==> config.mk <==
export PLATFORM = sky130hd
export DESIGN_NAME = scheme_token_lexer_unit
export DESIGN_NICKNAME = d
export VERILOG_FILES = /design/src/rtl/core/slf_pkg.sv /design/src/rtl/core/slf_front.sv /design/src/rtl/core/slf_back.sv /design/src/rtl/core/scheme_token_lexer_unit.sv
export SDC_FILE = /design/constraint.sdc
export NUM_CORES = 1
export LEC_CHECK = 0
export BUFFER_PORTS_ARGS = -buffer_cell sky130_fd_sc_hd__buf_2
export CORE_ASPECT_RATIO = 0.75
export CORE_UTILIZATION = 30
export DETAILED_ROUTE_END_ITERATION = 16
export PLACE_DENSITY = 0.48
export RECOVER_POWER = 50
export SLEW_MARGIN = 10
export SYNTH_ARGS = -nofsm -noshare
export SYNTH_HDL_FRONTEND = slang
export SYNTH_SLANG_ARGS = --single-unit
==> constraint.sdc <==
create_clock -name clk -period 10.05 [get_ports clk]
set_input_delay 1.005 -clock clk [delete_from_list [all_inputs] [get_ports clk]]
set_output_delay 1.005 -clock clk [all_outputs]
set_load 0.1 [all_outputs]
==> src/rtl/core/slf_pkg.sv <==
`default_nettype none
package slf_pkg;

  localparam int MAX_FRAC_DIGITS = 9;
  localparam int FRAC_CAP = (MAX_FRAC_DIGITS < 9) ? MAX_FRAC_DIGITS : 9;

  localparam int MQ_DEPTH = 2;
  localparam int MQ_AW = $clog2(MQ_DEPTH);
  localparam int OQ_DEPTH = 4;
  localparam int OQ_AW = $clog2(OQ_DEPTH);
  localparam int ROWS_MAX = 3;

  localparam logic [7:0] CH_SEMI    = 8'h3B;
  localparam logic [7:0] CH_OPEN    = 8'h28;
  localparam logic [7:0] CH_CLOSE   = 8'h29;
  localparam logic [7:0] CH_PLUS    = 8'h2B;
  localparam logic [7:0] CH_MINUS   = 8'h2D;
  localparam logic [7:0] CH_HASH    = 8'h23;
  localparam logic [7:0] CH_QUOTE   = 8'h22;
  localparam logic [7:0] CH_DOT     = 8'h2E;
  localparam logic [7:0] CH_SPACE   = 8'h20;
  localparam logic [7:0] CH_NEWLINE = 8'h0A;
  localparam logic [7:0] CH_T       = 8'h74;
  localparam logic [7:0] CH_F       = 8'h66;

  typedef enum logic [2:0] {
    TK_OPEN  = 3'd0,
    TK_CLOSE = 3'd1,
    TK_INT   = 3'd2,
    TK_DEC   = 3'd3,
    TK_BOOL  = 3'd4,
    TK_STR   = 3'd5,
    TK_SYM   = 3'd6,
    TK_ERR   = 3'd7
  } tok_kind_t;

  typedef enum logic [1:0] {
    ERR_NONE     = 2'd0,
    ERR_BAD_START = 2'd1,
    ERR_BAD_BOOL = 2'd2,
    ERR_OPEN_STR = 2'd3
  } err_code_t;

  typedef enum logic [2:0] {
    LM_IDLE,
    LM_COMMENT,
    LM_SIGN,
    LM_INT,
    LM_FRAC,
    LM_HASH,
    LM_STRING,
    LM_SYMBOL
  } lex_mode_t;

  typedef enum logic [3:0] {
    CC_SPACE,
    CC_NEWLINE,
    CC_SEMI,
    CC_OPEN,
    CC_CLOSE,
    CC_PLUS,
    CC_MINUS,
    CC_DIGIT,
    CC_HASH,
    CC_QUOTE,
    CC_DOT,
    CC_INITIAL,
    CC_OTHER
  } chr_class_t;

  typedef struct packed {
    logic [7:0] in_byte;
    logic       end_of_input;
  } in_word_t;

  typedef struct packed {
    tok_kind_t          kind;
    logic [7:0]         text_byte;
    logic               text_valid;
    logic               last;
    logic signed [31:0] int_value;
    logic [29:0]        frac_value;
    logic [3:0]         frac_digits;
    logic               bool_value;
    err_code_t          error_code;
  } out_word_t;

  typedef struct packed {
    logic [7:0] chr;
    logic       eoi;
    chr_class_t cls;
  } mid_word_t;

  function automatic logic [29:0] pow_ten(input logic [3:0] n);
    logic [29:0] p;
    unique case (n)
      4'd0:    p = 30'd1;
      4'd1:    p = 30'd10;
      4'd2:    p = 30'd100;
      4'd3:    p = 30'd1000;
      4'd4:    p = 30'd10000;
      4'd5:    p = 30'd100000;
      4'd6:    p = 30'd1000000;
      4'd7:    p = 30'd10000000;
      4'd8:    p = 30'd100000000;
      4'd9:    p = 30'd1000000000;
      default: p = 30'd0;
    endcase
    return p;
  endfunction

endpackage
`default_nettype wire

==> src/rtl/core/slf_front.sv <==
`default_nettype none
module slf_front (
  input  logic                clk,
  input  logic                rst_n,
  input  logic                push,
  input  slf_pkg::in_word_t   in_word,
  output logic                full,
  output logic                mid_valid,
  output slf_pkg::mid_word_t  mid_word,
  input  logic                mid_pop
);
  import slf_pkg::*;

  mid_word_t        q_r [MQ_DEPTH];
  logic [MQ_AW-1:0] wr_r, wr_nxt;
  logic [MQ_AW-1:0] rd_r, rd_nxt;
  logic [MQ_AW:0]   cnt_r, cnt_nxt;
  logic             push_fire;
  mid_word_t        cls_word;

  // character class lookup
  always_comb begin
    cls_word.chr = in_word.in_byte;
    cls_word.eoi = in_word.end_of_input;
    unique case (in_word.in_byte) inside
      CH_SPACE:                  cls_word.cls = CC_SPACE;
      CH_NEWLINE:                cls_word.cls = CC_NEWLINE;
      CH_SEMI:                   cls_word.cls = CC_SEMI;
      CH_OPEN:                   cls_word.cls = CC_OPEN;
      CH_CLOSE:                  cls_word.cls = CC_CLOSE;
      CH_PLUS:                   cls_word.cls = CC_PLUS;
      CH_MINUS:                  cls_word.cls = CC_MINUS;
      CH_HASH:                   cls_word.cls = CC_HASH;
      CH_QUOTE:                  cls_word.cls = CC_QUOTE;
      CH_DOT:                    cls_word.cls = CC_DOT;
      [8'h30:8'h39]:             cls_word.cls = CC_DIGIT;
      [8'h41:8'h5A], [8'h61:8'h7A],
      8'h21, 8'h24, 8'h26, 8'h2A, 8'h2F, 8'h3A, 8'h3C, 8'h3D, 8'h3E, 8'h3F,
      8'h5E, 8'h5F:              cls_word.cls = CC_INITIAL;
      default:                   cls_word.cls = CC_OTHER;
    endcase
  end

  assign full      = (cnt_r == (MQ_AW+1)'(MQ_DEPTH));
  assign push_fire = push && !full;
  assign mid_valid = (cnt_r != '0);
  assign mid_word  = q_r[rd_r];

  always_comb begin
    wr_nxt  = push_fire ? wr_r + MQ_AW'(1) : wr_r;
    rd_nxt  = mid_pop ? rd_r + MQ_AW'(1) : rd_r;
    cnt_nxt = cnt_r + (MQ_AW+1)'(push_fire) - (MQ_AW+1)'(mid_pop);
  end

  always_ff @(posedge clk) begin
    if (!rst_n) begin
      wr_r  <= '0;
      rd_r  <= '0;
      cnt_r <= '0;
    end else begin
      wr_r  <= wr_nxt;
      rd_r  <= rd_nxt;
      cnt_r <= cnt_nxt;
    end
  end

  always_ff @(posedge clk) begin
    if (push_fire) begin
      q_r[wr_r] <= cls_word;
    end
  end

endmodule
`default_nettype wire

==> src/rtl/core/slf_back.sv <==
`default_nettype none
module slf_back (
  input  logic                clk,
  input  logic                rst_n,
  input  logic                mid_valid,
  input  slf_pkg::mid_word_t  mid_word,
  output logic                mid_pop,
  input  logic                pop,
  output logic                empty,
  output slf_pkg::out_word_t  out_word
);
  import slf_pkg::*;

  lex_mode_t        mode_r, mode_nxt;
  logic             neg_r, neg_nxt;
  logic             psign_r, psign_nxt;
  logic [31:0]      iacc_r, iacc_nxt;
  logic [29:0]      facc_r, facc_nxt;
  logic [3:0]       fcnt_r, fcnt_nxt;
  logic             halt_r, halt_nxt;

  out_word_t        rows_c [ROWS_MAX];
  logic [1:0]       nrow_c;
  logic             relex_c;
  logic             err_c;
  out_word_t        num_row_c;
  logic [7:0]       sign_chr;
  logic             is_subseq;
  logic [3:0]       dval;

  out_word_t        oq_r [OQ_DEPTH];
  logic [OQ_AW-1:0] owr_r, ord_r;
  logic [OQ_AW:0]   ocnt_r;
  logic             pop_fire;
  logic             room;

  function automatic out_word_t mk_end(input tok_kind_t k);
    out_word_t r;
    r      = '0;
    r.kind = k;
    r.last = 1'b1;
    return r;
  endfunction

  function automatic out_word_t mk_text(input tok_kind_t k, input logic [7:0] c,
                                        input logic lst);
    out_word_t r;
    r            = '0;
    r.kind       = k;
    r.text_byte  = c;
    r.text_valid = 1'b1;
    r.last       = lst;
    return r;
  endfunction

  function automatic out_word_t mk_err(input err_code_t e);
    out_word_t r;
    r            = '0;
    r.kind       = TK_ERR;
    r.last       = 1'b1;
    r.error_code = e;
    return r;
  endfunction

  assign sign_chr  = psign_r ? CH_MINUS : CH_PLUS;
  assign dval      = mid_word.chr[3:0];
  assign is_subseq = (mid_word.cls == CC_INITIAL) || (mid_word.cls == CC_DIGIT) ||
                     (mid_word.cls == CC_PLUS) || (mid_word.cls == CC_MINUS) ||
                     (mid_word.cls == CC_DOT);

  // pending number flushed as one word; a negative decimal is shown as floor plus fraction
  always_comb begin
    num_row_c      = '0;
    num_row_c.last = 1'b1;
    if (mode_r == LM_FRAC) begin
      num_row_c.kind        = TK_DEC;
      num_row_c.frac_digits = fcnt_r;
      if (neg_r && (facc_r != '0)) begin
        num_row_c.int_value  = ~iacc_r;
        num_row_c.frac_value = pow_ten(fcnt_r) - facc_r;
      end else begin
        num_row_c.int_value  = neg_r ? (32'd0 - iacc_r) : iacc_r;
        num_row_c.frac_value = facc_r;
      end
    end else begin
      num_row_c.kind      = TK_INT;
      num_row_c.int_value = neg_r ? (32'd0 - iacc_r) : iacc_r;
    end
  end

  // lexer next state and result words for one character
  always_comb begin
    for (int i = 0; i < ROWS_MAX; i++) begin
      rows_c[i] = '0;
    end
    nrow_c    = '0;
    relex_c   = 1'b0;
    err_c     = 1'b0;
    mode_nxt  = mode_r;
    neg_nxt   = neg_r;
    psign_nxt = psign_r;
    iacc_nxt  = iacc_r;
    facc_nxt  = facc_r;
    fcnt_nxt  = fcnt_r;

    if (mid_word.eoi) begin
      unique case (mode_r)
        LM_SIGN: begin
          rows_c[0] = mk_text(TK_SYM, sign_chr, 1'b0);
          rows_c[1] = mk_end(TK_SYM);
          nrow_c    = 2'd2;
        end
        LM_INT, LM_FRAC: begin
          rows_c[0] = num_row_c;
          nrow_c    = 2'd1;
        end
        LM_HASH: begin
          rows_c[0] = mk_err(ERR_BAD_BOOL);
          nrow_c    = 2'd1;
          err_c     = 1'b1;
        end
        LM_STRING: begin
          rows_c[0] = mk_err(ERR_OPEN_STR);
          nrow_c    = 2'd1;
          err_c     = 1'b1;
        end
        LM_SYMBOL: begin
          rows_c[0] = mk_end(TK_SYM);
          nrow_c    = 2'd1;
        end
        default: begin
        end
      endcase
      mode_nxt = LM_IDLE;
    end else begin
      unique case (mode_r)
        LM_COMMENT: begin
          if (mid_word.cls == CC_NEWLINE) begin
            mode_nxt = LM_IDLE;
          end
        end
        LM_SIGN: begin
          if (mid_word.cls == CC_DIGIT) begin
            neg_nxt  = psign_r;
            iacc_nxt = 32'(dval);
            mode_nxt = LM_INT;
          end else begin
            rows_c[0] = mk_text(TK_SYM, sign_chr, 1'b0);
            if (is_subseq) begin
              rows_c[1] = mk_text(TK_SYM, mid_word.chr, 1'b0);
              nrow_c    = 2'd2;
              mode_nxt  = LM_SYMBOL;
            end else begin
              rows_c[1] = mk_end(TK_SYM);
              nrow_c    = 2'd2;
              relex_c   = 1'b1;
            end
          end
        end
        LM_INT: begin
          if (mid_word.cls == CC_DIGIT) begin
            iacc_nxt = (iacc_r << 3) + (iacc_r << 1) + 32'(dval);
          end else if (mid_word.cls == CC_DOT) begin
            facc_nxt = '0;
            fcnt_nxt = '0;
            mode_nxt = LM_FRAC;
          end else begin
            rows_c[0] = num_row_c;
            nrow_c    = 2'd1;
            relex_c   = 1'b1;
          end
        end
        LM_FRAC: begin
          if (mid_word.cls == CC_DIGIT) begin
            if (fcnt_r < 4'(FRAC_CAP)) begin
              facc_nxt = (facc_r << 3) + (facc_r << 1) + 30'(dval);
              fcnt_nxt = fcnt_r + 4'd1;
            end
          end else begin
            rows_c[0] = num_row_c;
            nrow_c    = 2'd1;
            relex_c   = 1'b1;
          end
        end
        LM_HASH: begin
          if ((mid_word.chr == CH_T) || (mid_word.chr == CH_F)) begin
            rows_c[0]            = mk_end(TK_BOOL);
            rows_c[0].bool_value = (mid_word.chr == CH_T);
            nrow_c               = 2'd1;
            mode_nxt             = LM_IDLE;
          end else begin
            rows_c[0] = mk_err(ERR_BAD_BOOL);
            nrow_c    = 2'd1;
            err_c     = 1'b1;
          end
        end
        LM_STRING: begin
          rows_c[0] = mk_text(TK_STR, mid_word.chr, mid_word.cls == CC_QUOTE);
          nrow_c    = 2'd1;
          if (mid_word.cls == CC_QUOTE) begin
            mode_nxt = LM_IDLE;
          end
        end
        LM_SYMBOL: begin
          if (is_subseq) begin
            rows_c[0] = mk_text(TK_SYM, mid_word.chr, 1'b0);
            nrow_c    = 2'd1;
          end else begin
            rows_c[0] = mk_end(TK_SYM);
            nrow_c    = 2'd1;
            relex_c   = 1'b1;
          end
        end
        default: begin
          relex_c = 1'b1;
        end
      endcase

      // character taken as the start of a new token
      if (relex_c) begin
        mode_nxt = LM_IDLE;
        unique case (mid_word.cls)
          CC_SEMI: mode_nxt = LM_COMMENT;
          CC_OPEN: begin
            rows_c[nrow_c] = mk_end(TK_OPEN);
            nrow_c         = nrow_c + 2'd1;
          end
          CC_CLOSE: begin
            rows_c[nrow_c] = mk_end(TK_CLOSE);
            nrow_c         = nrow_c + 2'd1;
          end
          CC_PLUS, CC_MINUS: begin
            psign_nxt = (mid_word.cls == CC_MINUS);
            mode_nxt  = LM_SIGN;
          end
          CC_DIGIT: begin
            neg_nxt  = 1'b0;
            iacc_nxt = 32'(dval);
            mode_nxt = LM_INT;
          end
          CC_HASH: mode_nxt = LM_HASH;
          CC_QUOTE: begin
            rows_c[nrow_c] = mk_text(TK_STR, mid_word.chr, 1'b0);
            nrow_c         = nrow_c + 2'd1;
            mode_nxt       = LM_STRING;
          end
          CC_INITIAL: begin
            rows_c[nrow_c] = mk_text(TK_SYM, mid_word.chr, 1'b0);
            nrow_c         = nrow_c + 2'd1;
            mode_nxt       = LM_SYMBOL;
          end
          CC_SPACE, CC_NEWLINE: begin
          end
          default: begin
            rows_c[nrow_c] = mk_err(ERR_BAD_START);
            nrow_c         = nrow_c + 2'd1;
            err_c          = 1'b1;
          end
        endcase
      end
    end

    halt_nxt = halt_r || err_c;
    if (err_c) begin
      mode_nxt = LM_IDLE;
    end

    // once halted every word is dropped
    if (halt_r) begin
      nrow_c    = '0;
      mode_nxt  = mode_r;
      neg_nxt   = neg_r;
      psign_nxt = psign_r;
      iacc_nxt  = iacc_r;
      facc_nxt  = facc_r;
      fcnt_nxt  = fcnt_r;
    end
  end

  // take a word only when the result queue can hold three more
  assign pop_fire = pop && !empty;
  assign room     = (ocnt_r <= (OQ_AW+1)'(OQ_DEPTH - ROWS_MAX)) ||
                    (pop_fire && (ocnt_r <= (OQ_AW+1)'(OQ_DEPTH - ROWS_MAX + 1)));
  assign mid_pop  = mid_valid && room;
  assign empty    = (ocnt_r == '0);
  assign out_word = oq_r[ord_r];

  always_ff @(posedge clk) begin
    if (!rst_n) begin
      mode_r  <= LM_IDLE;
      neg_r   <= 1'b0;
      psign_r <= 1'b0;
      iacc_r  <= '0;
      facc_r  <= '0;
      fcnt_r  <= '0;
      halt_r  <= 1'b0;
    end else if (mid_pop) begin
      mode_r  <= mode_nxt;
      neg_r   <= neg_nxt;
      psign_r <= psign_nxt;
      iacc_r  <= iacc_nxt;
      facc_r  <= facc_nxt;
      fcnt_r  <= fcnt_nxt;
      halt_r  <= halt_nxt;
    end
  end

  always_ff @(posedge clk) begin
    if (!rst_n) begin
      owr_r  <= '0;
      ord_r  <= '0;
      ocnt_r <= '0;
    end else begin
      if (mid_pop) begin
        owr_r <= owr_r + OQ_AW'(nrow_c);
      end
      if (pop_fire) begin
        ord_r <= ord_r + OQ_AW'(1);
      end
      ocnt_r <= ocnt_r + (mid_pop ? (OQ_AW+1)'(nrow_c) : '0) - (OQ_AW+1)'(pop_fire);
    end
  end

  always_ff @(posedge clk) begin
    if (mid_pop) begin
      for (int i = 0; i < ROWS_MAX; i++) begin
        if (2'(i) < nrow_c) begin
          oq_r[owr_r + OQ_AW'(i)] <= rows_c[i];
        end
      end
    end
  end

endmodule
`default_nettype wire

==> src/rtl/core/scheme_token_lexer_unit.sv <==
// a pushed byte is registered in the classifier queue, then its words in the result queue
// throughput: one byte per cycle, bounded by the result side, which moves one word per pop;
//   a byte yields zero to three words, set by the lexer writing its words into a 4-entry queue
// a 2-entry queue between classifier and lexer keeps push open while results wait
// reset: synchronous active-low rst_n empties both queues and returns the lexer to idle,
//   clearing its halted state
`default_nettype none
module scheme_token_lexer_unit (
  input  logic                clk,
  input  logic                rst_n,
  input  logic                push,
  input  slf_pkg::in_word_t   in_word,
  output logic                full,
  output logic                empty,
  input  logic                pop,
  output slf_pkg::out_word_t  out_word
);
  import slf_pkg::*;

  logic      mid_valid;
  logic      mid_pop;
  mid_word_t mid_word;

  slf_front u_front (
    .clk       (clk),
    .rst_n     (rst_n),
    .push      (push),
    .in_word   (in_word),
    .full      (full),
    .mid_valid (mid_valid),
    .mid_word  (mid_word),
    .mid_pop   (mid_pop)
  );

  slf_back u_back (
    .clk       (clk),
    .rst_n     (rst_n),
    .mid_valid (mid_valid),
    .mid_word  (mid_word),
    .mid_pop   (mid_pop),
    .pop       (pop),
    .empty     (empty),
    .out_word  (out_word)
  );

endmodule
`default_nettype wire
==> run_results.csv <==
group,metric,value,unit
run_status,status,"finished with violations",
run_status,violations,"capacitance limit, slew limit",
routing,drt-total-wl,79400,µm
sta,slew_viol_final,336,
placement,place.gp.congestion,0.877,
cts,clock_path_buffers,3,
synth,avgSynthCellArea,10.7,µm²
die,std_cell_rows,94,
cts,cts_sinks,463,
synth,async_reset_ff_frac,0,
die,die_x,346,µm
sta,max_slew_margin,-1.02,
cts,cts.clk_slew.worst_paths,0.06,ns
pwr,p_leak,0.0117,µW
cells_and_area,layout.nets,2733,
worst_setup_path,crit_type,"reg2reg",
pwr,total_power,6690,µW
sta,tightest_slew,3.03,ns
global_routing,first_global_vias,19300,
worst_setup_path,reg2regPathDepth,11,
synth,ys_warn_count,0,
sta,rsz0062_at_grt,"false",
global_routing,antenna_found_initial,2,
worst_hold_path,min_path_type,"reg2reg",
synth,yosysMostFrequentCell,"nor2_1",
sta,tns,0,ns
cells_and_area,regArea,12800,µm²
global_routing,globalRouteTotalUtil,0.174,
routing,wl_per_cell,21.2,µm
sta,skew,0.0417,ns
die,core_area,87700,µm²
synth,synth-main-ff-cell,"edfxtp_1",
routing,drc,0,
sta,finalWorstSetupSlack,2.55,ns
worst_setup_path,worst-endpoint-required,10.36,ns
global_routing,grt_max_degree,66,
cts,clock_latency,0.62,ns
synth,post-synth-top-area-fraction,0.399,
flow_run,maxCapViolCount,10,
sta,fin_crit,7.50,ns
synth,synth.area.top_cells,"edfxtp_1 40%, dfxtp_1 8.2%, ha_1 7.4%",
worst_setup_path,crit_arrival,7.81,ns
sta,hold_viol,0,
synth,ys_seq_area_frac,0.481,
cts,cts_tree,"built",
routing,drt_first_pass_iters,5,
routing,drt-initial-drc-count,1603,
routing,vias_per_cell,5.25,
worst_setup_path,path_max_fanout,40,
synth,synth_fp_nets,2665,
die,dieHeight,260,µm
cts,cts_resized,0,
pwr,power.density,225,nW/µm²
worst_hold_path,hold_depth,2,
routing,ant_nets,0,
synth,syn_area,26600,µm²
global_routing,grt_overflow,0,
cells_and_area,drive_above_1_share,0.0870,
synth,synth_cell_type_count,97,
die,start_util,0.303,
worst_setup_path,end_kind,"flip-flop",
cells_and_area,nFillCells,8916,
placement,dp_slack,3.96,ns
synth,synth-edff-count,354,
cells_and_area,area_growth,11.7,%
worst_setup_path,startpoint_type,"flip-flop",
cts,ctsHtreeMaxLevel,2,
synth,yosys_register_bits,463,
pwr,vdd_drop_max,0.248,mV
sta,fmax,133,MHz
synth,syn_inst,2489,
cells_and_area,multi_input_area,12900,µm²
synth,synth_common_cells,"356 x nor2_1, 354 x edfxtp_1, 235 x nand2_1, 157 x ha_1, 126 x o21ai_0",
cts,postCtsSetupBuffers,0,
sta,finalSetupViolations,0,
die,dieArea,89900,µm²
synth,yosysTopAreaCell,"edfxtp_1",
cts,numCtsBuffers,52,
die,ioPinCount,97,
placement,io_buffers,96,
cts,hold_buffers,0,
global_routing,grt_pass1_wl,121000,µm
sta,finalCritPeriodShare,0.746,
routing,via_count,19700,
placement,post-dp-hpwl,54600,µm
cts,clock-root-buffer,"clkbuf_16",
cells_and_area,final_util,0.339,
worst paths after layout:
| path | start | end | slack (ns) |
|---|---|---|---|
| hold / removal | u_back.facc_r[27] | u_back.facc_r[27] | 0.53 |
| setup / recovery | flip-flop | u_back.oq_r[3][0] | 2.55 |
| setup reg to reg | flip-flop | u_back.oq_r[3][0] | 2.55 |
| hold reg to reg | u_back.facc_r[27] | u_back.facc_r[27] | 0.53 |
kinds of logic (layout without fill, tap and decap cells):
kind of cell    count (synthesis)  after routing  synth area share
flops                         463            463             0.481
other cells                     0              1                 0
xor+xnor                      114            114            0.0375
mux                           115            115            0.0826
compound gates                527            527             0.130
fa+ha+maj                     166            166            0.0795
buf+inv                       207            316            0.0333
simple gates                  897            897             0.156
through the flow:
step                      area (µm²)  cells  hold WS, ns
after CTS                      30000   3750        0.529
final                          29700   3751        0.528
after global routing           29700   3750        0.574
after global placement         28300   3655        0.515
after floorplan                26600   2489        0.474
after detailed placement       28300   3655        0.521
critical path, stage by stage (launching register included):
cell and delay [ns]:
dfxtp_1 0.97, mux2_2 0.57, nor4_1 0.92, nor2_1 0.29, ha_1 0.36, nor3b_1 0.52, o21ai_0 0.48, nor3_1 0.78
nand2_1 0.40, nand2_1 1.11, buf_4 0.63, o22ai_1 0.15
layout by cell type, fill, tap and decap left out, types with 8 or more instances in the layout:
| cell | n |
|---|---|
| nand3_1 | 38 |
| nand2b_1 | 24 |
| a31oi_1 | 22 |
| a22oi_1 | 32 |
| nor4_1 | 15 |
| nand2_1 | 234 |
| or3_1 | 12 |
| nor2b_1 | 66 |
| o21bai_1 | 11 |
| clkinv_2 | 11 |
| edfxtp_1 | 354 |
| buf_4 | 25 |
| clkbuf_16 | 53 |
| o22ai_1 | 33 |
| or2_2 | 9 |
| mux4_2 | 82 |
| xor2_1 | 58 |
| a21oi_1 | 113 |
| xnor2_1 | 56 |
| o211ai_1 | 8 |
| o21a_1 | 20 |
| ha_1 | 157 |
| a21o_1 | 35 |
| and2_0 | 10 |
| dfxtp_1 | 108 |
| and3_1 | 16 |
| inv_1 | 88 |
| o31ai_1 | 9 |
| a21boi_0 | 10 |
| nor3_1 | 49 |
| clkbuf_1 | 108 |
| o21ai_0 | 126 |
| clkinv_1 | 12 |
| nor2_1 | 357 |
| nand4_1 | 13 |
| and2_1 | 19 |
| a211oi_1 | 16 |
| mux2i_1 | 24 |
final cells by class:
type	count	share of cell area
Multi-Input combinational cell	1819	0.433
Sequential cell	463	0.431
Clock buffer	66	0.0479
Antenna cell	1	0.0000841
Inverter	90	0.0114
Tap cell	1152	0.0485
Clock inverter	29	0.00829
Timing Repair Buffer	131	0.0199
layer usage:
metal	global-route usage	share of wire	up-vias
li1	-	-	9330
met3	0.0339	0.065	88
met1	0.264	0.50	9747
met4	0.0431	0.020	2
met2	0.251	0.41	544
met5	0	0.00016	-
report_power, final:
part           internal, µW  switching, µW
combinational           501           1940
sequential             2240            111
clock                  1080            808
Note: power is estimated with default switching activity, not from simulation.
